**config.mk**
```make
export PLATFORM = sky130hd
export DESIGN_NAME = switch_ack_holdback_congestion_ctrl_top_flat
export DESIGN_NICKNAME = d
export VERILOG_FILES = /design/src/sv/sahcc_pkg.sv /design/src/sv/sahcc_ifs.sv /design/src/sv/sahcc_div.sv /design/src/sv/sahcc_datapath.sv /design/src/sv/sahcc_ctrl.sv /design/src/sv/switch_ack_holdback_congestion_ctrl_top.sv /design/src/flat_wrapper.sv
export VERILOG_INCLUDE_DIRS = /design/src /design/src/sv
export SDC_FILE = /design/constraint.sdc
export NUM_CORES = 1
export LEC_CHECK = 0
export ABC_AREA = 1
export BUFFER_PORTS_ARGS = -buffer_cell sky130_fd_sc_hd__buf_2
export CORE_MARGIN = 3
export CORE_UTILIZATION = 28
export CTS_CLUSTER_DIAMETER = 200
export CTS_CLUSTER_SIZE = 24
export DETAILED_ROUTE_END_ITERATION = 7
export GPL_ROUTABILITY_DRIVEN = 0
export PLACE_DENSITY = 0.43
export SETUP_SLACK_MARGIN = 0.2
export SKIP_CTS_REPAIR_TIMING = 1
export SLEW_MARGIN = 20
export SYNTH_ARGS = -nofsm -noshare
export SYNTH_HDL_FRONTEND = slang
export SYNTH_SLANG_ARGS = --single-unit
export TNS_END_PERCENT = 20
```
**constraint.sdc**
```tcl
create_clock -name clock -period 9.2 [get_ports clock]
set_clock_uncertainty 0.1 [all_clocks]
set_input_delay 1.38 -clock clock [delete_from_list [all_inputs] [get_ports clock]]
set_output_delay 1.38 -clock clock [all_outputs]
set_load 0.01 [all_outputs]
```
**src/sv/switch_ack_holdback_congestion_ctrl_top_macros.svh**
```systemverilog
// Assertion macros shared by the RTL.
// ASSERT_IMPLIES: consequent holds in the same cycle as the antecedent.
// ASSERT_NEXT: consequent holds in the cycle after the antecedent.
`ifndef SWITCH_ACK_HOLDBACK_CONGESTION_CTRL_TOP_MACROS_SVH
`define SWITCH_ACK_HOLDBACK_CONGESTION_CTRL_TOP_MACROS_SVH
`ifndef SYNTHESIS
`define ASSERT_IMPLIES(label, clk, rst, ante, cons) \
   label: assert property (@(posedge clk) disable iff (rst) (ante) |-> (cons)) \
      else $error("assertion failed");
`define ASSERT_NEXT(label, clk, rst, ante, cons) \
   label: assert property (@(posedge clk) disable iff (rst) (ante) |=> (cons)) \
      else $error("assertion failed");
`else
`define ASSERT_IMPLIES(label, clk, rst, ante, cons)
`define ASSERT_NEXT(label, clk, rst, ante, cons)
`endif
`endif

```
**src/sv/sahcc_pkg.sv**
```systemverilog
`timescale 1ns / 1ps
package sahcc_pkg;

   localparam int ThresholdWidth = 24;
   localparam int WindowWidth    = 16;
   localparam int ReleaseWidth   = 16;
   localparam int ActionWidth    = 3;
   localparam int PhaseWidth     = 2;
   localparam int CsrIndexWidth  = 1;
   localparam int DivSteps       = ThresholdWidth;
   localparam int DivCountWidth  = $clog2(DivSteps);

   localparam int AckStoreDepthDefault = 1024;

   localparam logic [ThresholdWidth-1:0] ThresholdReset = 24'd60000;
   localparam logic [ThresholdWidth-1:0] MinWindow      = 24'd1446;
   localparam logic [ThresholdWidth-1:0] MaxWindow      = 24'd65535;
   localparam logic [ThresholdWidth-1:0] ExcessFloor    = 24'd6000;

   // result actions
   localparam logic [ActionWidth-1:0] ACT_FWD     = 3'd0;
   localparam logic [ActionWidth-1:0] ACT_HELD    = 3'd1;
   localparam logic [ActionWidth-1:0] ACT_CORRUPT = 3'd2;
   localparam logic [ActionWidth-1:0] ACT_FULL    = 3'd3;
   localparam logic [ActionWidth-1:0] ACT_DONE    = 3'd4;

   // congestion phases
   localparam logic [PhaseWidth-1:0] PH_UNCONG = 2'd0;
   localparam logic [PhaseWidth-1:0] PH_CONG   = 2'd1;
   localparam logic [PhaseWidth-1:0] PH_LEAVE  = 2'd2;

   // register indexes
   localparam logic [CsrIndexWidth-1:0] CSR_ENABLE    = 1'd0;
   localparam logic [CsrIndexWidth-1:0] CSR_THRESHOLD = 1'd1;

   typedef struct packed {
      logic load_req;
      logic decide;
      logic div_start;
      logic div_sel;      // 0: divide by held count, 1: by window
      logic take_window;
      logic take_batch;
      logic load_rsp;
   } dp_cmd_type;

   typedef struct packed {
      logic req_valid;
      logic release_needed;
      logic div_done;
      logic rsp_free;
   } dp_status_type;

endpackage

```
**src/sv/sahcc_ifs.sv**
```systemverilog
`timescale 1ns / 1ps
interface sahcc_req_if;
   logic                                valid;
   logic                                ready;
   logic                                cmd;
   logic [sahcc_pkg::ThresholdWidth-1:0] send_queue_bytes;
   logic                                is_ack;
   logic                                is_corrupt;

   modport source (output valid, cmd, send_queue_bytes, is_ack, is_corrupt, input ready);
   modport sink   (input valid, cmd, send_queue_bytes, is_ack, is_corrupt, output ready);
endinterface

interface sahcc_rsp_if;
   logic                               valid;
   logic                               ready;
   logic [sahcc_pkg::ActionWidth-1:0]  action;
   logic [sahcc_pkg::ReleaseWidth-1:0] released_acks;
   logic [sahcc_pkg::WindowWidth-1:0]  assigned_window;
   logic [sahcc_pkg::PhaseWidth-1:0]   cong_state;

   modport source (output valid, action, released_acks, assigned_window, cong_state,
                   input ready);
   modport sink   (input valid, action, released_acks, assigned_window, cong_state,
                   output ready);
endinterface

```
**src/sv/sahcc_div.sv**
```systemverilog
`timescale 1ns / 1ps
// Restoring divider, one quotient bit per cycle.
module sahcc_div (
   input  logic                                 clock,
   input  logic                                 reset,
   input  logic                                 start,
   input  logic [sahcc_pkg::ThresholdWidth-1:0] dividend,
   input  logic [sahcc_pkg::WindowWidth-1:0]    divisor,
   output logic                                 done,
   output logic [sahcc_pkg::ThresholdWidth-1:0] quotient
);

   localparam int QW = sahcc_pkg::ThresholdWidth;
   localparam int DW = sahcc_pkg::WindowWidth;

   logic                                busy_ff, busy_in;
   logic                                done_ff, done_in;
   logic [sahcc_pkg::DivCountWidth-1:0] count_ff, count_in;
   logic [DW-1:0]                       rem_ff, rem_in;
   logic [QW-1:0]                       quot_ff, quot_in;
   logic [DW-1:0]                       divisor_ff, divisor_in;
   logic [DW:0]                         rem_shift;
   logic [DW:0]                         diff;

   always_comb begin
      rem_shift  = {rem_ff, quot_ff[QW-1]};
      diff       = rem_shift - {1'b0, divisor_ff};
      busy_in    = busy_ff;
      done_in    = 1'b0;
      count_in   = count_ff;
      rem_in     = rem_ff;
      quot_in    = quot_ff;
      divisor_in = divisor_ff;
      if (start) begin
         busy_in    = 1'b1;
         count_in   = sahcc_pkg::DivCountWidth'(sahcc_pkg::DivSteps - 1);
         rem_in     = '0;
         quot_in    = dividend;
         divisor_in = divisor;
      end else if (busy_ff) begin
         if (rem_shift >= {1'b0, divisor_ff}) begin
            rem_in  = diff[DW-1:0];
            quot_in = {quot_ff[QW-2:0], 1'b1};
         end else begin
            rem_in  = rem_shift[DW-1:0];
            quot_in = {quot_ff[QW-2:0], 1'b0};
         end
         if (count_ff == '0) begin
            busy_in = 1'b0;
            done_in = 1'b1;
         end else begin
            count_in = count_ff - 1'b1;
         end
      end
   end

   always_ff @(posedge clock) begin
      if (reset) begin
         busy_ff <= 1'b0;
         done_ff <= 1'b0;
      end else begin
         busy_ff <= busy_in;
         done_ff <= done_in;
      end
      count_ff   <= count_in;
      rem_ff     <= rem_in;
      quot_ff    <= quot_in;
      divisor_ff <= divisor_in;
   end

   assign done     = done_ff;
   assign quotient = quot_ff;

endmodule

```
**src/sv/sahcc_datapath.sv**
```systemverilog
`timescale 1ns / 1ps
// Congestion state, request capture, batch arithmetic and response register.
module sahcc_datapath #(
   parameter int ACK_STORE_DEPTH = sahcc_pkg::AckStoreDepthDefault
) (
   input  logic                                 clock,
   input  logic                                 reset,
   input  logic                                 csr_write_en,
   input  logic [sahcc_pkg::CsrIndexWidth-1:0]  csr_index,
   input  logic [sahcc_pkg::ThresholdWidth-1:0] csr_write_data,
   input  logic                                 req_valid,
   input  logic                                 req_cmd,
   input  logic [sahcc_pkg::ThresholdWidth-1:0] req_send_queue_bytes,
   input  logic                                 req_is_ack,
   input  logic                                 req_is_corrupt,
   input  logic                                 rsp_ready,
   output logic                                 rsp_valid,
   output logic [sahcc_pkg::ActionWidth-1:0]    rsp_action,
   output logic [sahcc_pkg::ReleaseWidth-1:0]   rsp_released_acks,
   output logic [sahcc_pkg::WindowWidth-1:0]    rsp_assigned_window,
   output logic [sahcc_pkg::PhaseWidth-1:0]     rsp_cong_state,
   input  sahcc_pkg::dp_cmd_type                cmd,
   output sahcc_pkg::dp_status_type             status
);

   localparam int HeldWidth = $clog2(ACK_STORE_DEPTH + 1);
   localparam int TW        = sahcc_pkg::ThresholdWidth;

   logic                                enable_ff;
   logic [TW-1:0]                       threshold_ff;
   logic [sahcc_pkg::PhaseWidth-1:0]    phase_ff, phase_in;
   logic [TW-1:0]                       peak_ff, peak_in;
   logic [HeldWidth-1:0]                held_ff, held_in;
   logic                                cmd_ff;
   logic [TW-1:0]                       queue_ff;
   logic                                ack_ff;
   logic                                corrupt_ff;
   logic [sahcc_pkg::ActionWidth-1:0]   action_ff, action_in;
   logic [sahcc_pkg::WindowWidth-1:0]   window_ff, window_in;
   logic [sahcc_pkg::ReleaseWidth-1:0]  batch_ff;
   logic                                rsp_valid_ff;
   logic [sahcc_pkg::ActionWidth-1:0]   rsp_action_ff;
   logic [sahcc_pkg::ReleaseWidth-1:0]  rsp_released_ff;
   logic [sahcc_pkg::WindowWidth-1:0]   rsp_window_ff;
   logic [sahcc_pkg::PhaseWidth-1:0]    rsp_phase_ff;

   logic                                release_req;
   logic                                held_full;
   logic [TW-1:0]                       excess;
   logic [TW-1:0]                       half;
   logic [TW-1:0]                       quotient;
   logic                                div_done;
   logic [sahcc_pkg::WindowWidth-1:0]   divisor;
   logic [TW-1:0]                       batch_size;
   logic [HeldWidth-1:0]                batch_held;

   assign held_full = (held_ff == HeldWidth'(ACK_STORE_DEPTH));
   assign excess    = queue_ff - threshold_ff;
   assign half      = peak_ff >> 1;

   // event decision on the captured request
   always_comb begin
      phase_in    = phase_ff;
      peak_in     = peak_ff;
      action_in   = sahcc_pkg::ACT_FWD;
      release_req = 1'b0;
      held_in     = held_ff;
      if (!cmd_ff) begin
         if (corrupt_ff) begin
            action_in = sahcc_pkg::ACT_CORRUPT;
         end else if (enable_ff) begin
            if (queue_ff >= threshold_ff) begin
               phase_in = sahcc_pkg::PH_CONG;
               if (excess > peak_ff) peak_in = excess;
               if (peak_in > threshold_ff) peak_in = threshold_ff;
               if (ack_ff) begin
                  if (held_full) begin
                     action_in = sahcc_pkg::ACT_FULL;
                  end else begin
                     action_in = sahcc_pkg::ACT_HELD;
                     held_in   = held_ff + 1'b1;
                  end
               end
            end else if (phase_ff == sahcc_pkg::PH_LEAVE) begin
               if (ack_ff) begin
                  if (held_full) begin
                     action_in = sahcc_pkg::ACT_FULL;
                  end else begin
                     action_in = sahcc_pkg::ACT_HELD;
                     held_in   = held_ff + 1'b1;
                  end
               end
            end else if (queue_ff <= peak_ff && phase_ff == sahcc_pkg::PH_CONG) begin
               phase_in    = sahcc_pkg::PH_LEAVE;
               release_req = 1'b1;
            end else if (queue_ff == '0) begin
               phase_in    = sahcc_pkg::PH_UNCONG;
               peak_in     = '0;
               release_req = 1'b1;
            end
         end
      end else begin
         action_in = sahcc_pkg::ACT_DONE;
         if (enable_ff) begin
            if (queue_ff <= peak_ff && phase_ff == sahcc_pkg::PH_CONG) begin
               phase_in    = sahcc_pkg::PH_LEAVE;
               release_req = 1'b1;
            end else if (queue_ff == '0) begin
               phase_in    = sahcc_pkg::PH_UNCONG;
               peak_in     = '0;
               release_req = 1'b1;
            end else if (queue_ff <= half && phase_ff == sahcc_pkg::PH_LEAVE) begin
               peak_in     = (half <= sahcc_pkg::ExcessFloor) ? '0 : half;
               release_req = 1'b1;
            end
         end
      end
   end

   // window = clamp(K / held), batch = min(held, K / window + 1)
   always_comb begin
      if (quotient < sahcc_pkg::MinWindow) begin
         window_in = sahcc_pkg::WindowWidth'(sahcc_pkg::MinWindow);
      end else if (quotient > sahcc_pkg::MaxWindow) begin
         window_in = sahcc_pkg::WindowWidth'(sahcc_pkg::MaxWindow);
      end else begin
         window_in = quotient[sahcc_pkg::WindowWidth-1:0];
      end
      batch_size = quotient + 1'b1;
      batch_held = (batch_size > TW'(held_ff)) ? held_ff : batch_size[HeldWidth-1:0];
   end

   assign divisor = cmd.div_sel ? window_ff : sahcc_pkg::WindowWidth'(held_ff);

   sahcc_div u_div (
      .clock    (clock),
      .reset    (reset),
      .start    (cmd.div_start),
      .dividend (threshold_ff),
      .divisor  (divisor),
      .done     (div_done),
      .quotient (quotient)
   );

   always_ff @(posedge clock) begin
      if (reset) begin
         enable_ff    <= 1'b0;
         threshold_ff <= sahcc_pkg::ThresholdReset;
         phase_ff     <= sahcc_pkg::PH_UNCONG;
         peak_ff      <= '0;
         held_ff      <= '0;
         rsp_valid_ff <= 1'b0;
      end else begin
         if (csr_write_en) begin
            case (csr_index)
               sahcc_pkg::CSR_ENABLE:    enable_ff    <= csr_write_data[0];
               sahcc_pkg::CSR_THRESHOLD: threshold_ff <= csr_write_data;
               default: ;
            endcase
         end
         if (cmd.decide) begin
            phase_ff <= phase_in;
            peak_ff  <= peak_in;
            held_ff  <= held_in;
         end else if (cmd.take_batch) begin
            held_ff <= held_ff - batch_held;
         end
         if (cmd.load_rsp) begin
            rsp_valid_ff <= 1'b1;
         end else if (rsp_ready) begin
            rsp_valid_ff <= 1'b0;
         end
      end
      if (cmd.load_req) begin
         cmd_ff     <= req_cmd;
         queue_ff   <= req_send_queue_bytes;
         ack_ff     <= req_is_ack;
         corrupt_ff <= req_is_corrupt;
      end
      if (cmd.decide) begin
         action_ff <= action_in;
         window_ff <= '0;
         batch_ff  <= '0;
      end
      if (cmd.take_window) window_ff <= window_in;
      if (cmd.take_batch)  batch_ff  <= sahcc_pkg::ReleaseWidth'(batch_held);
      if (cmd.load_rsp) begin
         rsp_action_ff   <= action_ff;
         rsp_released_ff <= batch_ff;
         rsp_window_ff   <= window_ff;
         rsp_phase_ff    <= phase_ff;
      end
   end

   assign status.req_valid      = req_valid;
   assign status.release_needed = release_req && (held_ff != '0);
   assign status.div_done       = div_done;
   assign status.rsp_free       = !rsp_valid_ff || rsp_ready;

   assign rsp_valid           = rsp_valid_ff;
   assign rsp_action          = rsp_action_ff;
   assign rsp_released_acks   = rsp_released_ff;
   assign rsp_assigned_window = rsp_window_ff;
   assign rsp_cong_state      = rsp_phase_ff;

endmodule

```
**src/sv/sahcc_ctrl.sv**
```systemverilog
`timescale 1ns / 1ps
// Sequencer: capture, decide, optional two divisions, hand over the response.
module sahcc_ctrl (
   input  logic                     clock,
   input  logic                     reset,
   input  sahcc_pkg::dp_status_type status,
   output sahcc_pkg::dp_cmd_type    cmd,
   output logic                     req_ready
);

   typedef enum logic [2:0] {
      ST_IDLE,
      ST_DECIDE,
      ST_DIV_WIN,
      ST_START_BATCH,
      ST_DIV_BATCH,
      ST_OUTPUT
   } state_type;

   state_type state_ff, state_in;

   always_comb begin
      state_in = state_ff;
      cmd      = '0;
      case (state_ff)
         ST_IDLE: begin
            if (status.req_valid) begin
               cmd.load_req = 1'b1;
               state_in     = ST_DECIDE;
            end
         end
         ST_DECIDE: begin
            cmd.decide = 1'b1;
            if (status.release_needed) begin
               cmd.div_start = 1'b1;
               state_in      = ST_DIV_WIN;
            end else begin
               state_in = ST_OUTPUT;
            end
         end
         ST_DIV_WIN: begin
            if (status.div_done) begin
               cmd.take_window = 1'b1;
               state_in        = ST_START_BATCH;
            end
         end
         ST_START_BATCH: begin
            cmd.div_start = 1'b1;
            cmd.div_sel   = 1'b1;
            state_in      = ST_DIV_BATCH;
         end
         ST_DIV_BATCH: begin
            if (status.div_done) begin
               cmd.take_batch = 1'b1;
               state_in       = ST_OUTPUT;
            end
         end
         ST_OUTPUT: begin
            if (status.rsp_free) begin
               cmd.load_rsp = 1'b1;
               state_in     = ST_IDLE;
            end
         end
         default: state_in = ST_IDLE;
      endcase
   end

   always_ff @(posedge clock) begin
      if (reset) begin
         state_ff <= ST_IDLE;
      end else begin
         state_ff <= state_in;
      end
   end

   assign req_ready = (state_ff == ST_IDLE);

endmodule

```
**src/sv/switch_ack_holdback_congestion_ctrl_top.sv**
```systemverilog
// channel   direction  handshake      payload
// req_bus   in         valid/ready    cmd, send_queue_bytes, is_ack, is_corrupt
// rsp_bus   out        valid/ready    action, released_acks, assigned_window, cong_state
// csr_*     in         write enable   csr_index, csr_write_data
//
// A request without a release goes from the decide state straight to the output state,
// and the input reopens once the output state has loaded the response register.
// A request that releases held ACKs first runs two 24-step divisions (K / held, then
// K / window) one after the other through the one divider before its response is loaded.
// One request is in flight at a time; the next is taken once the response is registered.
// A stalled response holds in its register and the sequencer waits for it to drain.
// Reset is synchronous: disabled control, K = 60000, uncongested, nothing held.
`timescale 1ns / 1ps
`include "switch_ack_holdback_congestion_ctrl_top_macros.svh"
module switch_ack_holdback_congestion_ctrl_top #(
   parameter int ACK_STORE_DEPTH = sahcc_pkg::AckStoreDepthDefault
) (
   input  logic                                 clock,
   input  logic                                 reset,
   input  logic                                 csr_write_en,
   input  logic [sahcc_pkg::CsrIndexWidth-1:0]  csr_index,
   input  logic [sahcc_pkg::ThresholdWidth-1:0] csr_write_data,
   sahcc_req_if.sink                            req_bus,
   sahcc_rsp_if.source                          rsp_bus
);

   sahcc_pkg::dp_cmd_type    dp_cmd;
   sahcc_pkg::dp_status_type dp_status;
   logic                     ctrl_ready;
   logic                     rsp_with_release;
   logic                     rsp_without_release;
   logic                     window_at_floor;
   logic                     window_zero;

   // sequencer: one request at a time
   sahcc_ctrl u_ctrl (
      .clock     (clock),
      .reset     (reset),
      .status    (dp_status),
      .cmd       (dp_cmd),
      .req_ready (ctrl_ready)
   );

   assign req_bus.ready = ctrl_ready;

   // state, arithmetic and response register
   sahcc_datapath #(
      .ACK_STORE_DEPTH (ACK_STORE_DEPTH)
   ) u_datapath (
      .clock                (clock),
      .reset                (reset),
      .csr_write_en         (csr_write_en),
      .csr_index            (csr_index),
      .csr_write_data       (csr_write_data),
      .req_valid            (req_bus.valid),
      .req_cmd              (req_bus.cmd),
      .req_send_queue_bytes (req_bus.send_queue_bytes),
      .req_is_ack           (req_bus.is_ack),
      .req_is_corrupt       (req_bus.is_corrupt),
      .rsp_ready            (rsp_bus.ready),
      .rsp_valid            (rsp_bus.valid),
      .rsp_action           (rsp_bus.action),
      .rsp_released_acks    (rsp_bus.released_acks),
      .rsp_assigned_window  (rsp_bus.assigned_window),
      .rsp_cong_state       (rsp_bus.cong_state),
      .cmd                  (dp_cmd),
      .status               (dp_status)
   );

   assign rsp_with_release    = rsp_bus.valid && (rsp_bus.released_acks != '0);
   assign rsp_without_release = rsp_bus.valid && (rsp_bus.released_acks == '0);
   assign window_at_floor     = rsp_bus.assigned_window >=
                                sahcc_pkg::WindowWidth'(sahcc_pkg::MinWindow);
   assign window_zero         = (rsp_bus.assigned_window == '0);

   // a taken request closes the input until its response is registered
   `ASSERT_NEXT(a_single_request, clock, reset, req_bus.valid && req_bus.ready, !req_bus.ready)
   // a released batch always carries at least the minimum window
   `ASSERT_IMPLIES(a_window_floor, clock, reset, rsp_with_release, window_at_floor)
   // no release means no window
   `ASSERT_IMPLIES(a_no_release_no_window, clock, reset, rsp_without_release, window_zero)
   // a division just started never reports done in the following cycle
   `ASSERT_NEXT(a_div_start_done, clock, reset, dp_cmd.div_start, !dp_status.div_done)

endmodule
```
**src/flat_wrapper.sv**
```systemverilog
// flat-port wrapper written by rule: the top's interface ports become plain ports
module switch_ack_holdback_congestion_ctrl_top_flat 
#(
   parameter int ACK_STORE_DEPTH = sahcc_pkg::AckStoreDepthDefault
)
  (clock, reset, csr_write_en, csr_index, csr_write_data, req_bus_valid, req_bus_cmd, req_bus_send_queue_bytes, req_bus_is_ack, req_bus_is_corrupt, req_bus_ready, rsp_bus_valid, rsp_bus_action, rsp_bus_released_acks, rsp_bus_assigned_window, rsp_bus_cong_state, rsp_bus_ready);
  sahcc_req_if req_bus_i ();
  sahcc_rsp_if rsp_bus_i ();
  input  logic clock;
  input  logic reset;
  input  logic csr_write_en;
  input  logic [sahcc_pkg::CsrIndexWidth-1:0] csr_index;
  input  logic [sahcc_pkg::ThresholdWidth-1:0] csr_write_data;
  input wire logic [$bits(req_bus_i.valid)-1:0] req_bus_valid;
  input wire logic [$bits(req_bus_i.cmd)-1:0] req_bus_cmd;
  input wire logic [$bits(req_bus_i.send_queue_bytes)-1:0] req_bus_send_queue_bytes;
  input wire logic [$bits(req_bus_i.is_ack)-1:0] req_bus_is_ack;
  input wire logic [$bits(req_bus_i.is_corrupt)-1:0] req_bus_is_corrupt;
  output wire logic [$bits(req_bus_i.ready)-1:0] req_bus_ready;
  output wire logic [$bits(rsp_bus_i.valid)-1:0] rsp_bus_valid;
  output wire logic [$bits(rsp_bus_i.action)-1:0] rsp_bus_action;
  output wire logic [$bits(rsp_bus_i.released_acks)-1:0] rsp_bus_released_acks;
  output wire logic [$bits(rsp_bus_i.assigned_window)-1:0] rsp_bus_assigned_window;
  output wire logic [$bits(rsp_bus_i.cong_state)-1:0] rsp_bus_cong_state;
  input wire logic [$bits(rsp_bus_i.ready)-1:0] rsp_bus_ready;
  assign req_bus_i.valid = req_bus_valid;
  assign req_bus_i.cmd = req_bus_cmd;
  assign req_bus_i.send_queue_bytes = req_bus_send_queue_bytes;
  assign req_bus_i.is_ack = req_bus_is_ack;
  assign req_bus_i.is_corrupt = req_bus_is_corrupt;
  assign req_bus_ready = req_bus_i.ready;
  assign rsp_bus_valid = rsp_bus_i.valid;
  assign rsp_bus_action = rsp_bus_i.action;
  assign rsp_bus_released_acks = rsp_bus_i.released_acks;
  assign rsp_bus_assigned_window = rsp_bus_i.assigned_window;
  assign rsp_bus_cong_state = rsp_bus_i.cong_state;
  assign rsp_bus_i.ready = rsp_bus_ready;
  switch_ack_holdback_congestion_ctrl_top #(.ACK_STORE_DEPTH(ACK_STORE_DEPTH)) u_core (.clock(clock), .reset(reset), .csr_write_en(csr_write_en), .csr_index(csr_index), .csr_write_data(csr_write_data), .req_bus(req_bus_i), .rsp_bus(rsp_bus_i));
endmodule
```
==> impl_results.md, run 1 <==
- Hold WC Path Type: reg -> reg
- FF-to-FF End: u_core.u_datapath.peak_ff[1]
- Vias in the first global route: 12618
- Lkg Pwr: 6.98 nW
- Clk buf depth: 3
- Total CTS buffers: 13
- Hold Fails Final Rpt: 0
- GR Util met3: 0.0184
- Final core occ: 0.316
- Most frequent cell after synthesis: nand2_1
- Setup_tns: 0 ns
- Initial drt markers: 754
- # rows: 83
- Worst path max stage delay: 0.53 ns
- Worst reg2reg path depth: 32
- Max-slew violations: 0
- Met2 Use GR: 0.276
- Power Total: 3.19 mW
- Main flop type after synthesis: edfxtp_1
- Status: finished clean
- Router iterations before antenna repair: 5
- Routing usage on met1: 0.207
- Max Cap Viol: 0
- Peak VDD IR: 128 uV
- Filler Cell Count: 5627
- Top cells by count, synth: nand2_1, inv_1, a21oi_1
- Share of cells above drive strength 1: 0.0779
- Avg Cell Area, Syn: 7.89 um^2
- Critical path class: reg -> reg
- Top Usage Layer GRT: met2
- Area grow syn2layout: 10.5%
- DRC viols: 0
- IO Port Bufs: 90
- First-pass GRT wire length: 70000 um
- # setup viols final: 0
- Area leader, netlist: edfxtp_1
- Gr ovfl total: 0
- Reg2reg setup slack: 2.34 ns
- Post-detail-place hpwl: 35500 um
- Die H: 236 um
- Cell variety after synth: 57
- Worst setup SP type: register
- Post-synth EDFFs: 129
- Clk_lat worst skew: 0.51 ns
- Synth Instances: 1881
- Tcrit/Tclk final: 0.746
- CP max stage cell: inv_2
- Starting Density: 0.286
- #FFs+latches synth: 218
- I/O pin total: 96
- Initial antenna violation count: 1
- Ranking of synthesized cells by area: edfxtp_1, ha_1, dfxtp_1, nand2_1, a21oi_1
- Die footprint: 55800 um^2
- All-Layer GR Usage: 0.156
- Final net count: 2166
- CTS tree: done
- Post-synth ARST share: 0
- P per Cell Area: 195 nW/um^2
- Crit Path Max Fanout: 46
- Clock-pin slew on the worst setup and hold paths: 0.12 ns
- Clk sink count: 218
- Most numerous cell on the critical path: nand2_1
- Largest net degree at the start of global routing: 80
- DR vias: 12762
- Crit end category: register
- Mapped cell area: 14900 um^2
- Slew HR: 0.306
- Die Width: 236 um
- Routed Antenna Nets: 0
- H-tree levels: 1
- Hold Crit Depth: 0
- CTS root buffer: clkbuf_16
- RSZ-0062 raised after global routing: no
- Worst path arrival time: 7.09 ns
- Register area share after synthesis: 0.381
- Yosys warning count: 0
- Measured slew at the worst slew-check pin: 1.04 ns
- Area share of the largest cell type after synthesis: 0.261
- Routed len/inst: 16.8 um
- FMAX: 146 MHz
- Shortest period the worst path allows: 6.86 ns
- HP Start: u_core.u_datapath.batch_ff[6]
- Reg-to-Reg Start: u_core.u_datapath.threshold_ff[0]
- WL final: 44200 um
- Endpoint, Worst Hold: u_core.u_datapath.rsp_released_acks[6]
- Vias/cell: 4.85
- CORE AREA: 51900 um^2
- Setup crit start: u_core.u_datapath.threshold_ff[0]
- WP data required: 9.44 ns
worst max-delay path: cells and delay by family, from the launching register on:
kind	cells	cell delay [ns]
flip-flops	1	0.40
adder cells (fa/ha/maj)	4	1.35
buffers and inverters	4	1.20
AO/OA/AOI/OAI	9	1.39
AND/OR/NAND/NOR	14	2.06
XOR/XNOR	1	0.16
cell usage in the layout (no fill, tap or decap), drive strengths merged, types with 18 or more instances in the layout:
master	count
clkbuf	20
xnor2	18
xor2	34
a211oi	21
nor3	23
o211ai	28
edfxtp	129
buf	99
nor2	156
nand3	68
a21oi	202
ha	160
nand2	397
dfxtp	89
nand4	23
o21ai	174
inv	230
through the flow:
stage | cells | setup slack [ns] | hold WS, ns | area, um^2
after floorplan | 1885 | 3.57 | 0.300 | 14900
after global placement | 2611 | 2.53 | 0.301 | 16000
after detailed placement | 2611 | 2.39 | 0.305 | 16000
after CTS | 2632 | 2.33 | 0.327 | 16400
after global routing | 2632 | 1.43 | 0.335 | 16400
final | 2633 | 2.34 | 0.328 | 16400
flip-flops by register name (all words and copies together), names as in the netlist, 16 cells and up:
| register | flops |
|---|---|
| u_core.u_datapath.peak_ff | 24 |
| u_core.u_datapath.threshold_ff | 24 |
| u_core.u_datapath.queue_ff | 24 |
| u_core.u_datapath.window_ff | 16 |
| u_core.u_datapath.u_div.quotient | 24 |
| u_core.u_datapath.u_div.rem_ff | 16 |
| u_core.u_datapath.rsp_assigned_window | 16 |
| u_core.u_datapath.u_div.divisor_ff | 16 |
logic make-up (layout without fill, tap and decap cells):
| kind of cell | after synthesis | after routing | share of synthesized area |
|---|---|---|---|
| AND/OR/NAND/NOR | 691 | 691 | 0.199 |
| buffers and inverters | 285 | 352 | 0.0745 |
| XOR/XNOR | 52 | 52 | 0.0307 |
| AO/OA/AOI/OAI | 471 | 471 | 0.176 |
| adder cells (fa/ha/maj) | 163 | 163 | 0.139 |
| flip-flops | 218 | 218 | 0.381 |
| other | 1 | 6 | 0.000253 |
area by class of cell:
cell class,instances,area [um^2],share of cell area
multi-input combinational,1382,8120,0.495
clock inverter,1,30.0,0.00183
antenna,1,2.50,0.000153
inverter,232,871,0.0531
sequential,218,5660,0.345
tap,680,851,0.0519
timing repair buffer,99,518,0.0316
clock buffer,20,352,0.0214
power by group:
group	total, mW	switching, mW	internal [mW]
logic	1.35	0.885	0.466
clock network	0.637	0.363	0.274
registers	1.20	0.0647	1.14
worst max-delay path by stage:
stage	endpoint	slack, ns	cells after the start
finish	u_core.u_datapath.peak_ff[1]	2.34	32
CTS	u_core.u_datapath.peak_ff[1]	2.33	32
global placement	u_core.u_datapath.peak_ff[3]	2.53	32
floorplan	u_core.u_datapath.peak_ff[6]	3.57	36
global route	u_core.u_datapath.peak_ff[1]	1.43	32
detailed placement	u_core.u_datapath.peak_ff[8]	2.39	32
layer usage:
metal  vias up  wire, um
met5         -         0
li1       6562         -
met3        37      1510
met1      5949     20700
met4         0       751
met2       214     21200
No activity file was read; power rests on OpenSTA's default activity.
==> inputs of run 2 (changes only) <==
Clock period 9.2 ns to 7 ns, I/O delays scaled along.
==> run 2 against run 1 <==
Setup slack worse by 1.5 ns. Combinational power is 34% higher. Wire length up 0.37%. Largest cell class unchanged. Sequential power is 32% higher. Fmax grew 11%. Clock power up 30%. Final area increased by 0.27%. Via count grew 0.12%.
==> impl_results.md, run 2 (synthesis results as in run 1) <==
- Status: finished clean (unchanged)
- Peak VDD IR: 126 uV (was 128 uV)
- Die Width: 236 um (unchanged)
- Clk_lat worst skew: 0.51 ns (about the same)
- IO Port Bufs: 90 (unchanged)
- Largest net degree at the start of global routing: 80 (unchanged)
- RSZ-0062 raised after global routing: no (unchanged)
- Share of cells above drive strength 1: 0.0807 (was 0.0779)
- Hold Crit Depth: 0 (unchanged)
- Placed insts: 2616 (was 2611)
- P per Cell Area: 257 nW/um^2 (was 195 nW/um^2)
- Slew HR: 0.286 (was 0.306)
- Measured slew at the worst slew-check pin: 1.07 ns (was 1.04 ns)
- # setup viols final: 0 (unchanged)
- FMAX: 162 MHz (was 146 MHz)
- Die H: 236 um (unchanged)
- Worst setup SP type: register (unchanged)
- Initial drt markers: 628 (was 754)
- Die footprint: 55800 um^2 (unchanged)
- Final net count: 2172 (was 2166)
- DRC viols: 0 (unchanged)
- Met3 wire len: 1430 um (was 1510 um)
- CP max stage cell: fa_1 (was inv_2)
- Worst reg2reg path depth: 35 (was 32)
- I/O pin total: 96 (unchanged)
- WL final: 44300 um (was 44200 um)
- Hold WC Path Type: reg -> reg (unchanged)
- Worst path arrival time: 6.46 ns (was 7.09 ns)
- Max-slew violations: 0 (unchanged)
- Met2 Wirelength: 21400 um (was 21200 um)
- Setup_tns: 0 ns (unchanged)
- CORE AREA: 51900 um^2 (unchanged)
- All-Layer GR Usage: 0.156 (about the same)
- Routed Antenna Nets: 0 (unchanged)
- Vias in the first global route: 12550 (was 12618)
- Initial antenna violation count: 1 (unchanged)
- Router iterations before antenna repair: 7 (was 5)
- Commonest non-fill, non-tap cell in the layout: nand2_1 (unchanged)
- Top Layer Used: met4 (unchanged)
- CTS root buffer: clkbuf_16 (unchanged)
- Clk buf depth: 3 (unchanged)
- Routed len/inst: 16.8 um (about the same)
- Vias/cell: 4.84 (was 4.85)
- Starting Density: 0.286 (unchanged)
- First-pass GRT wire length: 70100 um (was 70000 um)
- Tcrit/Tclk final: 0.880 (was 0.746)
- # rows: 83 (unchanged)
- Area grow syn2layout: 10.8% (was 10.5%)
- DR vias: 12777 (was 12762)
- Max Cap Viol: 0 (unchanged)
- Total CTS buffers: 13 (unchanged)
- Most frequent cells in the layout: nand2_1, inv_1, a21oi_1 (unchanged)
- Final core occ: 0.317 (was 0.316)
- Clock-pin slew on the worst setup and hold paths: 0.11 ns (was 0.12 ns)
- DRT met1 WL: 20600 um (was 20700 um)
- Clk sink count: 218 (unchanged)
- WP data required: 7.30 ns (was 9.44 ns)
- CTS tree: done (unchanged)
- Storage cell area: 5660 um^2 (unchanged)
- Crit end category: register (unchanged)
- Shortest period the worst path allows: 6.16 ns (was 6.86 ns)
- Critical path class: reg -> reg (unchanged)
- Non-filler cells, final: 2638 (was 2633)
- Gr ovfl total: 0 (unchanged)
- H-tree levels: 1 (unchanged)
- Lkg Pwr: 7.01 nW (was 6.98 nW)
- Filler Cell Count: 5624 (was 5627)
- Worst path max stage delay: 0.42 ns (was 0.53 ns)
- Crit Path Max Fanout: 32 (was 46)
- Post-detail-place hpwl: 35600 um (was 35500 um)
- Hold Fails Final Rpt: 0 (unchanged)
- Multi-input logic area: 8120 um^2 (about the same)
run 2: worst paths after layout:
kind                                                startpoint                               to  slack, ns
worst max register to register   u_core.u_datapath.queue_ff[0]    u_core.u_datapath.peak_ff[22]       0.84
worst max-delay path             u_core.u_datapath.queue_ff[0]    u_core.u_datapath.peak_ff[22]       0.84
worst min-delay path            u_core.u_datapath.action_ff[1]  u_core.u_datapath.rsp_action[1]       0.33
worst min register to register  u_core.u_datapath.action_ff[1]  u_core.u_datapath.rsp_action[1]       0.33
run 2: cell type report:
cell class	count	area share
timing repair inverter	1	0.000304
tap	680	0.0517
inverter	232	0.0536
clock buffer	19	0.0211
antenna	1	0.000152
multi-input combinational	1382	0.494
timing repair buffer	104	0.0338
sequential	218	0.344
clock inverter	1	0.00183
run 2: report_power, final:
group          switching [mW]  internal, mW
Clock                   0.469         0.358
Sequential             0.0853          1.50
Combinational            1.18         0.637
run 2: worst max-delay path, delay by kind of cell (launching register included):
family / cells / cell delay [ns]
AOI/OAI and AO/OA: 12 / 1.63
DFF: 1 / 0.34
xor gates and xnor gates: 1 / 0.16
adders and majority gates: 4 / 1.29
buffers and inverters: 7 / 1.10
and+or+nand+nor: 11 / 1.43
run 2: through the flow:
step	hold slack (ns)	total power, mW	setup WS (ns)	instance area (um^2)
after floorplan	0.300	2.92	1.37	14900
after global placement	0.303	3.38	0.639	16000
after detailed placement	0.307	3.40	0.549	16000
after CTS	0.332	4.26	0.514	16400
after global routing	0.338	4.61	0.248	16400
final	0.330	4.22	0.843	16400
run 2: layer usage:
layer  vias up  GRT usage
met3        42     0.0178
met4         0     0.0343
li1       6573          -
met2       218      0.274
met1      5944      0.207
met5         -          0
